[src/rtl/core/sct_pkg.sv]
// Shared types, codes and constants of the shell command tokenizer.
// No dependencies; used by every module under rtl/core.
`default_nettype none

package sct_pkg;

   // Result kinds
   localparam logic [2:0] KindByte  = 3'd0;
   localparam logic [2:0] KindEow   = 3'd1;
   localparam logic [2:0] KindPipe  = 3'd2;
   localparam logic [2:0] KindRedir = 3'd3;
   localparam logic [2:0] KindEol   = 3'd4;

   // Special bytes
   localparam logic [7:0] ChPipe  = 8'h7C;
   localparam logic [7:0] ChGt    = 8'h3E;
   localparam logic [7:0] ChOne   = 8'h31;
   localparam logic [7:0] ChTwo   = 8'h32;
   localparam logic [7:0] ChSq    = 8'h27;
   localparam logic [7:0] ChDq    = 8'h22;
   localparam logic [7:0] ChBs    = 8'h5C;
   localparam logic [7:0] ChSpace = 8'h20;
   localparam logic [7:0] ChTab   = 8'h09;
   localparam logic [7:0] ChCr    = 8'h0D;

   // Escape states
   localparam logic [1:0] EscNone   = 2'd0;
   localparam logic [1:0] EscPlain  = 2'd1;
   localparam logic [1:0] EscDouble = 2'd2;

   // Result slots of one request, in delivery order
   localparam int SlotCount  = 8;
   localparam int SlotRedirA = 0;
   localparam int SlotByteA  = 1;
   localparam int SlotEowA   = 2;
   localparam int SlotPipe   = 3;
   localparam int SlotRedirB = 4;
   localparam int SlotByteB  = 5;
   localparam int SlotEowB   = 6;
   localparam int SlotEol    = 7;

   localparam int QueueDepth = 4;

   // Results of one request in compact form
   typedef struct packed {
      logic [SlotCount-1:0] mask;
      logic [1:0]           fd_a;
      logic                 app_a;
      logic [1:0]           fd_b;
      logic [7:0]           byte_a;
      logic [7:0]           byte_b;
   } sct_rec_type;

endpackage

`default_nettype wire

[src/rtl/core/shell_command_tokenizer.sv]
// Top level of the shell command tokenizer: front end, record queue, back end.
// Depends on sct_pkg, sct_front, sct_queue and sct_back.
//
//   port group   direction  payload
//   req_*        in         char_in (8), line_end (1)
//   rsp_*        out        kind (3), word_byte (8), redir_fd (2),
//                           redir_append (1), run_last (1)
//
// The front end takes one byte per cycle while the queue has room; a byte
// with no results leaves no record. The back end delivers one result per
// cycle while rsp_ready is high, so a byte that causes n results keeps the
// output busy until all n are delivered. Output stalls fill the queue of
// QUEUE_DEPTH records, then req_ready drops. Reset is synchronous and returns
// the quoting state to the start of a line and empties the queue.
`default_nettype none

module shell_command_tokenizer #(
   parameter int QUEUE_DEPTH = sct_pkg::QueueDepth
) (
   input  wire logic       clock,
   input  wire logic       reset,
   input  wire logic       req_valid,
   output logic            req_ready,
   input  wire logic [7:0] req_char_in,
   input  wire logic       req_line_end,
   output logic            rsp_valid,
   input  wire logic       rsp_ready,
   output logic [2:0]      rsp_kind,
   output logic [7:0]      rsp_word_byte,
   output logic [1:0]      rsp_redir_fd,
   output logic            rsp_redir_append,
   output logic            rsp_run_last
);

   sct_pkg::sct_rec_type front_rec;
   sct_pkg::sct_rec_type q_rec;
   logic front_has;
   logic take;
   logic q_push_ready;
   logic q_pop_valid;
   logic q_pop_ready;

   assign req_ready = q_push_ready;
   assign take      = req_valid && req_ready;

   sct_front u_front (
      .clock      (clock),
      .reset      (reset),
      .take       (take),
      .char_in    (req_char_in),
      .line_end   (req_line_end),
      .rec        (front_rec),
      .has_result (front_has)
   );

   sct_queue #(
      .DEPTH (QUEUE_DEPTH)
   ) u_queue (
      .clock      (clock),
      .reset      (reset),
      .push_valid (take && front_has),
      .push_data  (front_rec),
      .push_ready (q_push_ready),
      .pop_valid  (q_pop_valid),
      .pop_data   (q_rec),
      .pop_ready  (q_pop_ready)
   );

   sct_back u_back (
      .clock            (clock),
      .reset            (reset),
      .pop_valid        (q_pop_valid),
      .pop_data         (q_rec),
      .pop_ready        (q_pop_ready),
      .rsp_valid        (rsp_valid),
      .rsp_ready        (rsp_ready),
      .rsp_kind         (rsp_kind),
      .rsp_word_byte    (rsp_word_byte),
      .rsp_redir_fd     (rsp_redir_fd),
      .rsp_redir_append (rsp_redir_append),
      .rsp_run_last     (rsp_run_last)
   );

   // Back end takes a new record only once the current one is fully delivered
   a_pop_after_last: assert property (@(posedge clock) disable iff (reset)
      (q_pop_valid && q_pop_ready) |-> (!rsp_valid || (rsp_ready && rsp_run_last)))
      else $error("record loaded while results still pending");

   // End of line is always the final result of its request
   a_eol_last: assert property (@(posedge clock) disable iff (reset)
      (rsp_valid && (rsp_kind == sct_pkg::KindEol)) |-> rsp_run_last)
      else $error("end of line not marked last");

   // Only redirects carry a descriptor or append flag
   a_redir_fields: assert property (@(posedge clock) disable iff (reset)
      (rsp_valid && (rsp_kind != sct_pkg::KindRedir)) |->
      ((rsp_redir_fd == 2'd0) && !rsp_redir_append))
      else $error("redirect fields set on non-redirect result");

   // A byte that ends the line always yields a record
   a_eol_pushed: assert property (@(posedge clock) disable iff (reset)
      (take && req_line_end) |-> front_has)
      else $error("line end produced no record");

endmodule

`default_nettype wire

[src/rtl/core/sct_front.sv]
// Front end: accepts bytes, tracks quoting state and turns each byte into
// a result record. Depends on sct_pkg.
`default_nettype none

module sct_front (
   input  wire logic               clock,
   input  wire logic               reset,
   input  wire logic               take,
   input  wire logic [7:0]         char_in,
   input  wire logic               line_end,
   output sct_pkg::sct_rec_type    rec,
   output logic                    has_result
);

   logic       single_ff, single_in;
   logic       double_ff, double_in;
   logic [1:0] esc_ff, esc_in;
   logic       redir_ff, redir_in;
   logic [1:0] pfd_ff, pfd_in;
   logic       held_v_ff, held_v_in;
   logic [7:0] held_b_ff, held_b_in;
   logic       started_ff, started_in;

   // Classify the byte and compute next state and results
   always_comb begin
      logic       hv;
      logic [7:0] hb;
      logic       ws;
      logic       sq;
      logic       dq;
      logic [1:0] esc;
      logic       pend;
      logic [1:0] pfd;
      logic       do_plain;
      logic       quoted;
      logic       space;
      logic [1:0] fd;
      sct_pkg::sct_rec_type r;

      hv       = held_v_ff;
      hb       = held_b_ff;
      ws       = started_ff;
      sq       = single_ff;
      dq       = double_ff;
      esc      = sct_pkg::EscNone;
      pend     = 1'b0;
      pfd      = 2'd0;
      do_plain = 1'b0;
      quoted   = single_ff | double_ff;
      space    = (char_in == sct_pkg::ChSpace) ||
                 ((char_in >= sct_pkg::ChTab) && (char_in <= sct_pkg::ChCr));
      fd       = 2'd0;
      r        = '0;
      r.fd_a   = pfd_ff;
      r.byte_a = held_b_ff;

      if (redir_ff) begin
         r.mask[sct_pkg::SlotRedirA] = 1'b1;
         r.app_a  = (char_in == sct_pkg::ChGt);
         do_plain = (char_in != sct_pkg::ChGt);
      end else if ((esc_ff == sct_pkg::EscPlain) ||
                   ((esc_ff == sct_pkg::EscDouble) &&
                    ((char_in == sct_pkg::ChBs) || (char_in == sct_pkg::ChDq)))) begin
         if (hv) begin
            r.mask[sct_pkg::SlotByteA] = 1'b1;
            ws = 1'b1;
         end
         hb = char_in;
         hv = 1'b1;
      end else begin
         do_plain = 1'b1;
      end

      if (do_plain) begin
         if (space && !quoted) begin
            r.mask[sct_pkg::SlotByteA] = hv;
            r.mask[sct_pkg::SlotEowA]  = hv;
            hv = 1'b0;
            ws = 1'b0;
         end else if ((char_in == sct_pkg::ChSq) && !double_ff) begin
            sq = !single_ff;
         end else if ((char_in == sct_pkg::ChDq) && !single_ff) begin
            dq = !double_ff;
         end else if ((char_in == sct_pkg::ChBs) && !quoted && !line_end) begin
            esc = sct_pkg::EscPlain;
         end else if ((char_in == sct_pkg::ChBs) && double_ff) begin
            if (!line_end) begin
               esc = sct_pkg::EscDouble;
            end
         end else if ((char_in == sct_pkg::ChPipe) && !quoted) begin
            r.mask[sct_pkg::SlotByteA] = hv;
            r.mask[sct_pkg::SlotEowA]  = hv;
            r.mask[sct_pkg::SlotPipe]  = 1'b1;
            hv = 1'b0;
            ws = 1'b0;
         end else if ((char_in == sct_pkg::ChGt) && !quoted) begin
            // A trailing '1' or '2' of the word becomes the descriptor
            if (hv && ((hb == sct_pkg::ChOne) || (hb == sct_pkg::ChTwo))) begin
               fd = hb[1:0];
               r.mask[sct_pkg::SlotEowA] = ws;
            end else begin
               r.mask[sct_pkg::SlotByteA] = hv;
               r.mask[sct_pkg::SlotEowA]  = hv;
            end
            hv = 1'b0;
            ws = 1'b0;
            if (line_end) begin
               r.mask[sct_pkg::SlotRedirB] = 1'b1;
               r.fd_b = fd;
            end else begin
               pend = 1'b1;
               pfd  = fd;
            end
         end else begin
            // Ordinary byte, or a kept backslash
            if (hv) begin
               r.mask[sct_pkg::SlotByteA] = 1'b1;
               ws = 1'b1;
            end
            hb = char_in;
            hv = 1'b1;
         end
      end

      // Close the line: flush the held byte, end the word, end the line
      if (line_end) begin
         r.mask[sct_pkg::SlotByteB] = hv;
         r.mask[sct_pkg::SlotEowB]  = hv;
         r.mask[sct_pkg::SlotEol]   = 1'b1;
      end
      r.byte_b = hb;

      rec        = r;
      has_result = |r.mask;

      single_in  = line_end ? 1'b0 : sq;
      double_in  = line_end ? 1'b0 : dq;
      esc_in     = line_end ? sct_pkg::EscNone : esc;
      redir_in   = line_end ? 1'b0 : pend;
      pfd_in     = line_end ? 2'd0 : pfd;
      held_v_in  = line_end ? 1'b0 : hv;
      held_b_in  = line_end ? 8'd0 : hb;
      started_in = line_end ? 1'b0 : ws;
   end

   // Advance state on each accepted request
   always_ff @(posedge clock) begin
      if (reset) begin
         single_ff  <= 1'b0;
         double_ff  <= 1'b0;
         esc_ff     <= sct_pkg::EscNone;
         redir_ff   <= 1'b0;
         pfd_ff     <= 2'd0;
         held_v_ff  <= 1'b0;
         held_b_ff  <= 8'd0;
         started_ff <= 1'b0;
      end else if (take) begin
         single_ff  <= single_in;
         double_ff  <= double_in;
         esc_ff     <= esc_in;
         redir_ff   <= redir_in;
         pfd_ff     <= pfd_in;
         held_v_ff  <= held_v_in;
         held_b_ff  <= held_b_in;
         started_ff <= started_in;
      end
   end

endmodule

`default_nettype wire

[src/rtl/core/sct_queue.sv]
// Short register queue of result records between front and back end.
// Depends on sct_pkg for the record type.
`default_nettype none

module sct_queue #(
   parameter int DEPTH = sct_pkg::QueueDepth
) (
   input  wire logic                 clock,
   input  wire logic                 reset,
   input  wire logic                 push_valid,
   input  wire sct_pkg::sct_rec_type push_data,
   output logic                      push_ready,
   output logic                      pop_valid,
   output sct_pkg::sct_rec_type      pop_data,
   input  wire logic                 pop_ready
);

   localparam int PtrW = (DEPTH > 1) ? $clog2(DEPTH) : 1;
   localparam int CntW = $clog2(DEPTH + 1);

   sct_pkg::sct_rec_type rec_ff [DEPTH];
   logic [PtrW-1:0] wr_ff, wr_in;
   logic [PtrW-1:0] rd_ff, rd_in;
   logic [CntW-1:0] cnt_ff, cnt_in;
   logic            push;
   logic            pop;

   assign push_ready = (cnt_ff != CntW'(DEPTH));
   assign pop_valid  = (cnt_ff != '0);
   assign pop_data   = rec_ff[rd_ff];
   assign push       = push_valid && push_ready;
   assign pop        = pop_valid && pop_ready;

   // Wrap pointers and track fill level
   always_comb begin
      wr_in  = (wr_ff == PtrW'(DEPTH - 1)) ? '0 : wr_ff + 1'b1;
      rd_in  = (rd_ff == PtrW'(DEPTH - 1)) ? '0 : rd_ff + 1'b1;
      cnt_in = cnt_ff;
      if (push && !pop) begin
         cnt_in = cnt_ff + 1'b1;
      end else if (pop && !push) begin
         cnt_in = cnt_ff - 1'b1;
      end
   end

   always_ff @(posedge clock) begin
      if (reset) begin
         wr_ff  <= '0;
         rd_ff  <= '0;
         cnt_ff <= '0;
      end else begin
         if (push) begin
            wr_ff <= wr_in;
         end
         if (pop) begin
            rd_ff <= rd_in;
         end
         cnt_ff <= cnt_in;
      end
   end

   // Store the record
   always_ff @(posedge clock) begin
      if (push) begin
         rec_ff[wr_ff] <= push_data;
      end
   end

endmodule

`default_nettype wire

[src/rtl/core/sct_back.sv]
// Back end: walks the slots of one record and delivers one result a cycle while rsp_ready is high.
// Depends on sct_pkg.
`default_nettype none

module sct_back (
   input  wire logic                 clock,
   input  wire logic                 reset,
   input  wire logic                 pop_valid,
   input  wire sct_pkg::sct_rec_type pop_data,
   output logic                      pop_ready,
   output logic                      rsp_valid,
   input  wire logic                 rsp_ready,
   output logic [2:0]                rsp_kind,
   output logic [7:0]                rsp_word_byte,
   output logic [1:0]                rsp_redir_fd,
   output logic                      rsp_redir_append,
   output logic                      rsp_run_last
);

   sct_pkg::sct_rec_type cur_ff;
   logic [sct_pkg::SlotCount-1:0] low;
   logic [sct_pkg::SlotCount-1:0] rest;

   // Pick the lowest pending slot
   assign low  = cur_ff.mask & (~cur_ff.mask + 1'b1);
   assign rest = cur_ff.mask & ~low;

   assign rsp_valid    = |cur_ff.mask;
   assign rsp_run_last = rsp_valid && (rest == '0);
   assign pop_ready    = !rsp_valid || (rsp_ready && (rest == '0));

   // Decode the slot into a result
   always_comb begin
      rsp_kind         = sct_pkg::KindEol;
      rsp_word_byte    = 8'd0;
      rsp_redir_fd     = 2'd0;
      rsp_redir_append = 1'b0;
      if (low[sct_pkg::SlotRedirA]) begin
         rsp_kind         = sct_pkg::KindRedir;
         rsp_redir_fd     = cur_ff.fd_a;
         rsp_redir_append = cur_ff.app_a;
      end else if (low[sct_pkg::SlotByteA]) begin
         rsp_kind      = sct_pkg::KindByte;
         rsp_word_byte = cur_ff.byte_a;
      end else if (low[sct_pkg::SlotEowA] || low[sct_pkg::SlotEowB]) begin
         rsp_kind = sct_pkg::KindEow;
      end else if (low[sct_pkg::SlotPipe]) begin
         rsp_kind = sct_pkg::KindPipe;
      end else if (low[sct_pkg::SlotRedirB]) begin
         rsp_kind     = sct_pkg::KindRedir;
         rsp_redir_fd = cur_ff.fd_b;
      end else if (low[sct_pkg::SlotByteB]) begin
         rsp_kind      = sct_pkg::KindByte;
         rsp_word_byte = cur_ff.byte_b;
      end
   end

   // Load a new record or drop the delivered slot; payload needs no reset
   always_ff @(posedge clock) begin
      if (reset) begin
         cur_ff.mask <= '0;
      end else if (pop_ready) begin
         cur_ff.mask <= pop_valid ? pop_data.mask : '0;
      end else if (rsp_ready) begin
         cur_ff.mask <= rest;
      end
      if (pop_ready && pop_valid) begin
         cur_ff.fd_a   <= pop_data.fd_a;
         cur_ff.app_a  <= pop_data.app_a;
         cur_ff.fd_b   <= pop_data.fd_b;
         cur_ff.byte_a <= pop_data.byte_a;
         cur_ff.byte_b <= pop_data.byte_b;
      end
   end

endmodule

`default_nettype wire
[config.mk]
export PLATFORM = sky130hd
export DESIGN_NAME = shell_command_tokenizer
export DESIGN_NICKNAME = d
export VERILOG_FILES = /design/src/rtl/core/sct_pkg.sv /design/src/rtl/core/shell_command_tokenizer.sv /design/src/rtl/core/sct_front.sv /design/src/rtl/core/sct_queue.sv /design/src/rtl/core/sct_back.sv
export SDC_FILE = /design/constraint.sdc
export NUM_CORES = 1
export LEC_CHECK = 0
export ABC_AREA = 0
export BUFFER_PORTS_ARGS = -buffer_cell sky130_fd_sc_hd__buf_4
export CAP_MARGIN = 20
export CORE_ASPECT_RATIO = 0.6
export CORE_MARGIN = 4
export CORE_UTILIZATION = 45
export CTS_BUF_LIST = sky130_fd_sc_hd__clkbuf_4 sky130_fd_sc_hd__clkbuf_8
export CTS_CLUSTER_DIAMETER = 30
export DETAILED_ROUTE_END_ITERATION = 10
export PLACE_DENSITY = 0.62
export SYNTH_ARGS = -nofsm -noshare
export SYNTH_HDL_FRONTEND = slang
export SYNTH_HIERARCHICAL = 1
export SYNTH_SLANG_ARGS = --single-unit
export TNS_END_PERCENT = 10
[constraint.sdc]
create_clock -name clock -period 4.9 [get_ports clock]
set_clock_uncertainty 0.15 [all_clocks]
set_input_delay 0.98 -clock clock [delete_from_list [all_inputs] [get_ports clock]]
set_output_delay 0.98 -clock clock [all_outputs]
set_load 0.1 [all_outputs]
==> metrics.md <==
| Metric | Value |
|---|---|
| Final WL | `between 15,000 and 20,000 um` |
| Post-Synthesis Cell Area | `~7400 um^2` |
| Core Region | `16,200 um^2` |
| Gate Count Post-Synth | `between 400 and 500` |
| Antenna viol nets, final | `0` |
| Peak supply drop | `0.505 mV` |
| Post-route cell area | `slightly above 8000 um^2` |
| Startpoint types | `input pin` |
| Ys flop type | `edfxtp_1` |
| CTS root buffer | `clkbuf_8` |
| GP Congestion | `0.886` |
| Filler cells | `around 1,400` |
| Fin crit period | `approximately 4100 ps` |
| Routed via count | `roughly 4,300` |
| Util after Layout | `~50%` |
| Worst setup path endpoint | `u_queue/cnt_ff[2]` |
| Fin nets | `543` |
| RSZ-0062 raised after global routing | `no` |
| Row count | `36` |
| Post-CTS sizing | `0` |
| Vias/cell | `5.83` |
| Residual DRC | `0` |
| Via count of the first global-routing pass | `around 4,200` |
| # setup viols final | `0` |
| Number of synthesized flops with an enable pin | `between 100 and 150` |
| Reg2Reg Setup Slack | `approximately 1200 ps` |
| Worst hold-check path type | `register to register` |
| Critical Path RT | `between 5000 and 6000 ps` |
| CTS H-tree lvls | `4` |
| Initial antenna violation count | `0` |
| Syn-to-layout area delta | `9.86%` |
| Hold-fix buffers, CTS | `0` |
| CTS tree | `built` |
| Max FO, Critical Path | `13` |
| Worst Hold Depth | `2` |
| Final Hold Viols | `0` |
| Top cells by count, synth | `137 x edfxtp_1, 34 x dfxtp_1, 29 x mux4_2, 26 x nor2_1, 24 x nand2_1` |
| IO Count | `30` |
| Total track usage | `~17%` |
| Die W | `between 150 and 200 um` |
| Critical Path End Type | `register` |
| Synth area leader | `edfxtp_1` |
| Maximum clock rate | `0.242 GHz` |
| Placed wire-length estimate | `around 10000 um` |
| Slew Viols, Final | `0` |
| IO buf count | `29` |
| Post-synth ARST share | `0%` |
| Reg2reg start | `u_front/double_ff` |
| Mean Syn Cell Area | `~15 um^2` |
| Ys Warns | `6` |
| Cell Pwr Density | `between 600 and 700 nW/um^2` |
| Count of cell types in the netlist | `77` |
| Setup TNS | `0 ps` |
| CP startpoint | `req_char_in[0]` |
| Share of post-route cells with drive strength above 1 | `between 20 and 25%` |
| Ant. Diodes | `0` |
| Clk Latency, worst-skew pair | `430 ps` |
| Full die area | `~19,000 um^2` |
| Setup CP Type | `input pin to register` |
| GRT overflow | `0` |
| Worst Max-Slew Pin Slew | `~850 ps` |
| Largest net degree at the start of global routing | `31` |
| Hold_ws | `361 ps` |
| Final period util | `approximately 84%` |
| CTS buffer count | `17` |
| Placed Area | `7790 um^2` |
| Sequential share of the synthesized area | `~65%` |
| Net Count, Synth | `~520` |
| Leak Pwr | `~0.0027 uW` |
| Reg-to-reg critical path endpoint | `u_queue/cnt_ff[2]` |
| CTS clk-pin slew, worst paths | `around 80 ps` |
| Rel. slew slack | `a little over two fifths` |
| Drt first-iter violations | `roughly 390` |
| Wire per inst | `~20 um` |
| Number of max-cap violations | `0` |
| Worst Path Arrival | `4350 ps` |
| Reg2Reg Depth | `14` |
| Post-CTS Setup Bufs | `0` |
| Seq cells post-synth | `between 150 and 200` |
| First-pass GRT wire length | `roughly 25,000 um` |
| Most common cell in the synthesized netlist | `edfxtp_1` |
| Die height | `107 um` |
| Top cell type's share of synthesized area | `between 50 and 60%` |
| Total clock sinks | `171` |
| Final total power | `just under 5000 uW` |
| Drt first pass iters | `5` |
| Starting Density | `between 40% and 50%` |
| CTS max path bufs | `2` |
| Status | `finished clean` |
| Top area cells in the synthesized netlist | `edfxtp_1 55%, dfxtp_1 9.2%, mux4_2 8.8%, nand3_1 1.3%, nor2_1 1.3%` |
state kept, by name, summed over array words and instances, names as in the netlist, named ones only:
register            flops
u_queue/rec_ff        116
u_back/cur_ff          29
u_front/held_b_ff       8
u_queue/cnt_ff          3
u_front/esc_ff          2
u_front/pfd_ff          2
u_queue/rd_ff           2
u_queue/wr_ff           2
u_front/double_ff       1
u_front/held_v_ff       1
u_front/redir_ff        1
u_front/single_ff       1
u_front/started_ff      1
layout by cell type, fill, tap and decap left out, types with 10 or more instances in the layout:
cell type,count
mux4_2,29
edfxtp_1,137
a21oi_1,17
buf_4,37
nor2_1,25
clkbuf_8,17
a22o_1,10
nor2b_1,11
dfxtp_1,32
nand3_1,20
inv_1,15
nand2_1,24
power by group:
part | internal (uW) | switching (uW) | leakage, uW
combinational | 572 | 1400 | 0.00104
sequential | 1860 | 170 | 0.00153
clock | 407 | 500 | 0.000164
layer usage:
layer / global-route usage, % / up-vias / share of wire [%]
met5: 0 / - / 0
met4: 4.46 / 0 / 1.0
met3: 4.49 / 9 / 5.6
met2: 23.9 / 127 / 42
met1: 26.5 / 2207 / 51
li1: - / 2002 / -
worst min-delay path by stage:
stage	startpoint	to	slack, ps
after floorplan	u_front/started_ff	u_front/started_ff	310
after global placement	u_queue/rd_ff[0]	register	320
after detailed placement	u_front/started_ff	u_front/started_ff	350
after CTS	u_front/started_ff	u_front/started_ff	360
after global routing	u_queue/cnt_ff[2]	u_queue/cnt_ff[2]	380
final	u_queue/cnt_ff[2]	u_queue/cnt_ff[2]	360
critical path: stages:
cell and delay [ps]:
buf_4 150, nor4b_1 550, and4bb_1 350, o31ai_4 140, a21oi_1 180, nor2_1 60, o211ai_1 160, and3_1 250
and2_4 190, ha_1 180, inv_1 60, fa_1 380, xor2_1 170, or3_2 400, a21oi_1 140
logic make-up (layout without fill, tap and decap cells):
kind of cell	Yosys count	in the layout	synth area share, %
XOR/XNOR	4	4	0.472
buffers and inverters	46	85	3.24
flip-flops	171	171	64.6
multiplexers	41	41	10.7
adder cells (fa/ha/maj)	7	7	1.28
AND/OR/NAND/NOR	144	144	11.1
AO/OA/AOI/OAI	84	84	8.65
per-stage QoR:
step	worst slack [ps]	instances
after global placement	435	713
after detailed placement	333	713
after CTS	793	745
after global routing	486	745
final	763	745
after floorplan	508	497
layout make-up:
type / instances / area [um^2] / share of cell area [%]
flip-flops and latches: 171 / 4800 / 58.8
multi-input cells: 280 / 2400 / 29.4
repair buffers: 37 / 278 / 3.41
well taps: 209 / 262 / 3.21
clock buffers: 18 / 241 / 2.96
clock inverters: 14 / 121 / 1.49
inverters: 16 / 60.1 / 0.736
No activity file was read; power rests on OpenSTA's default activity.
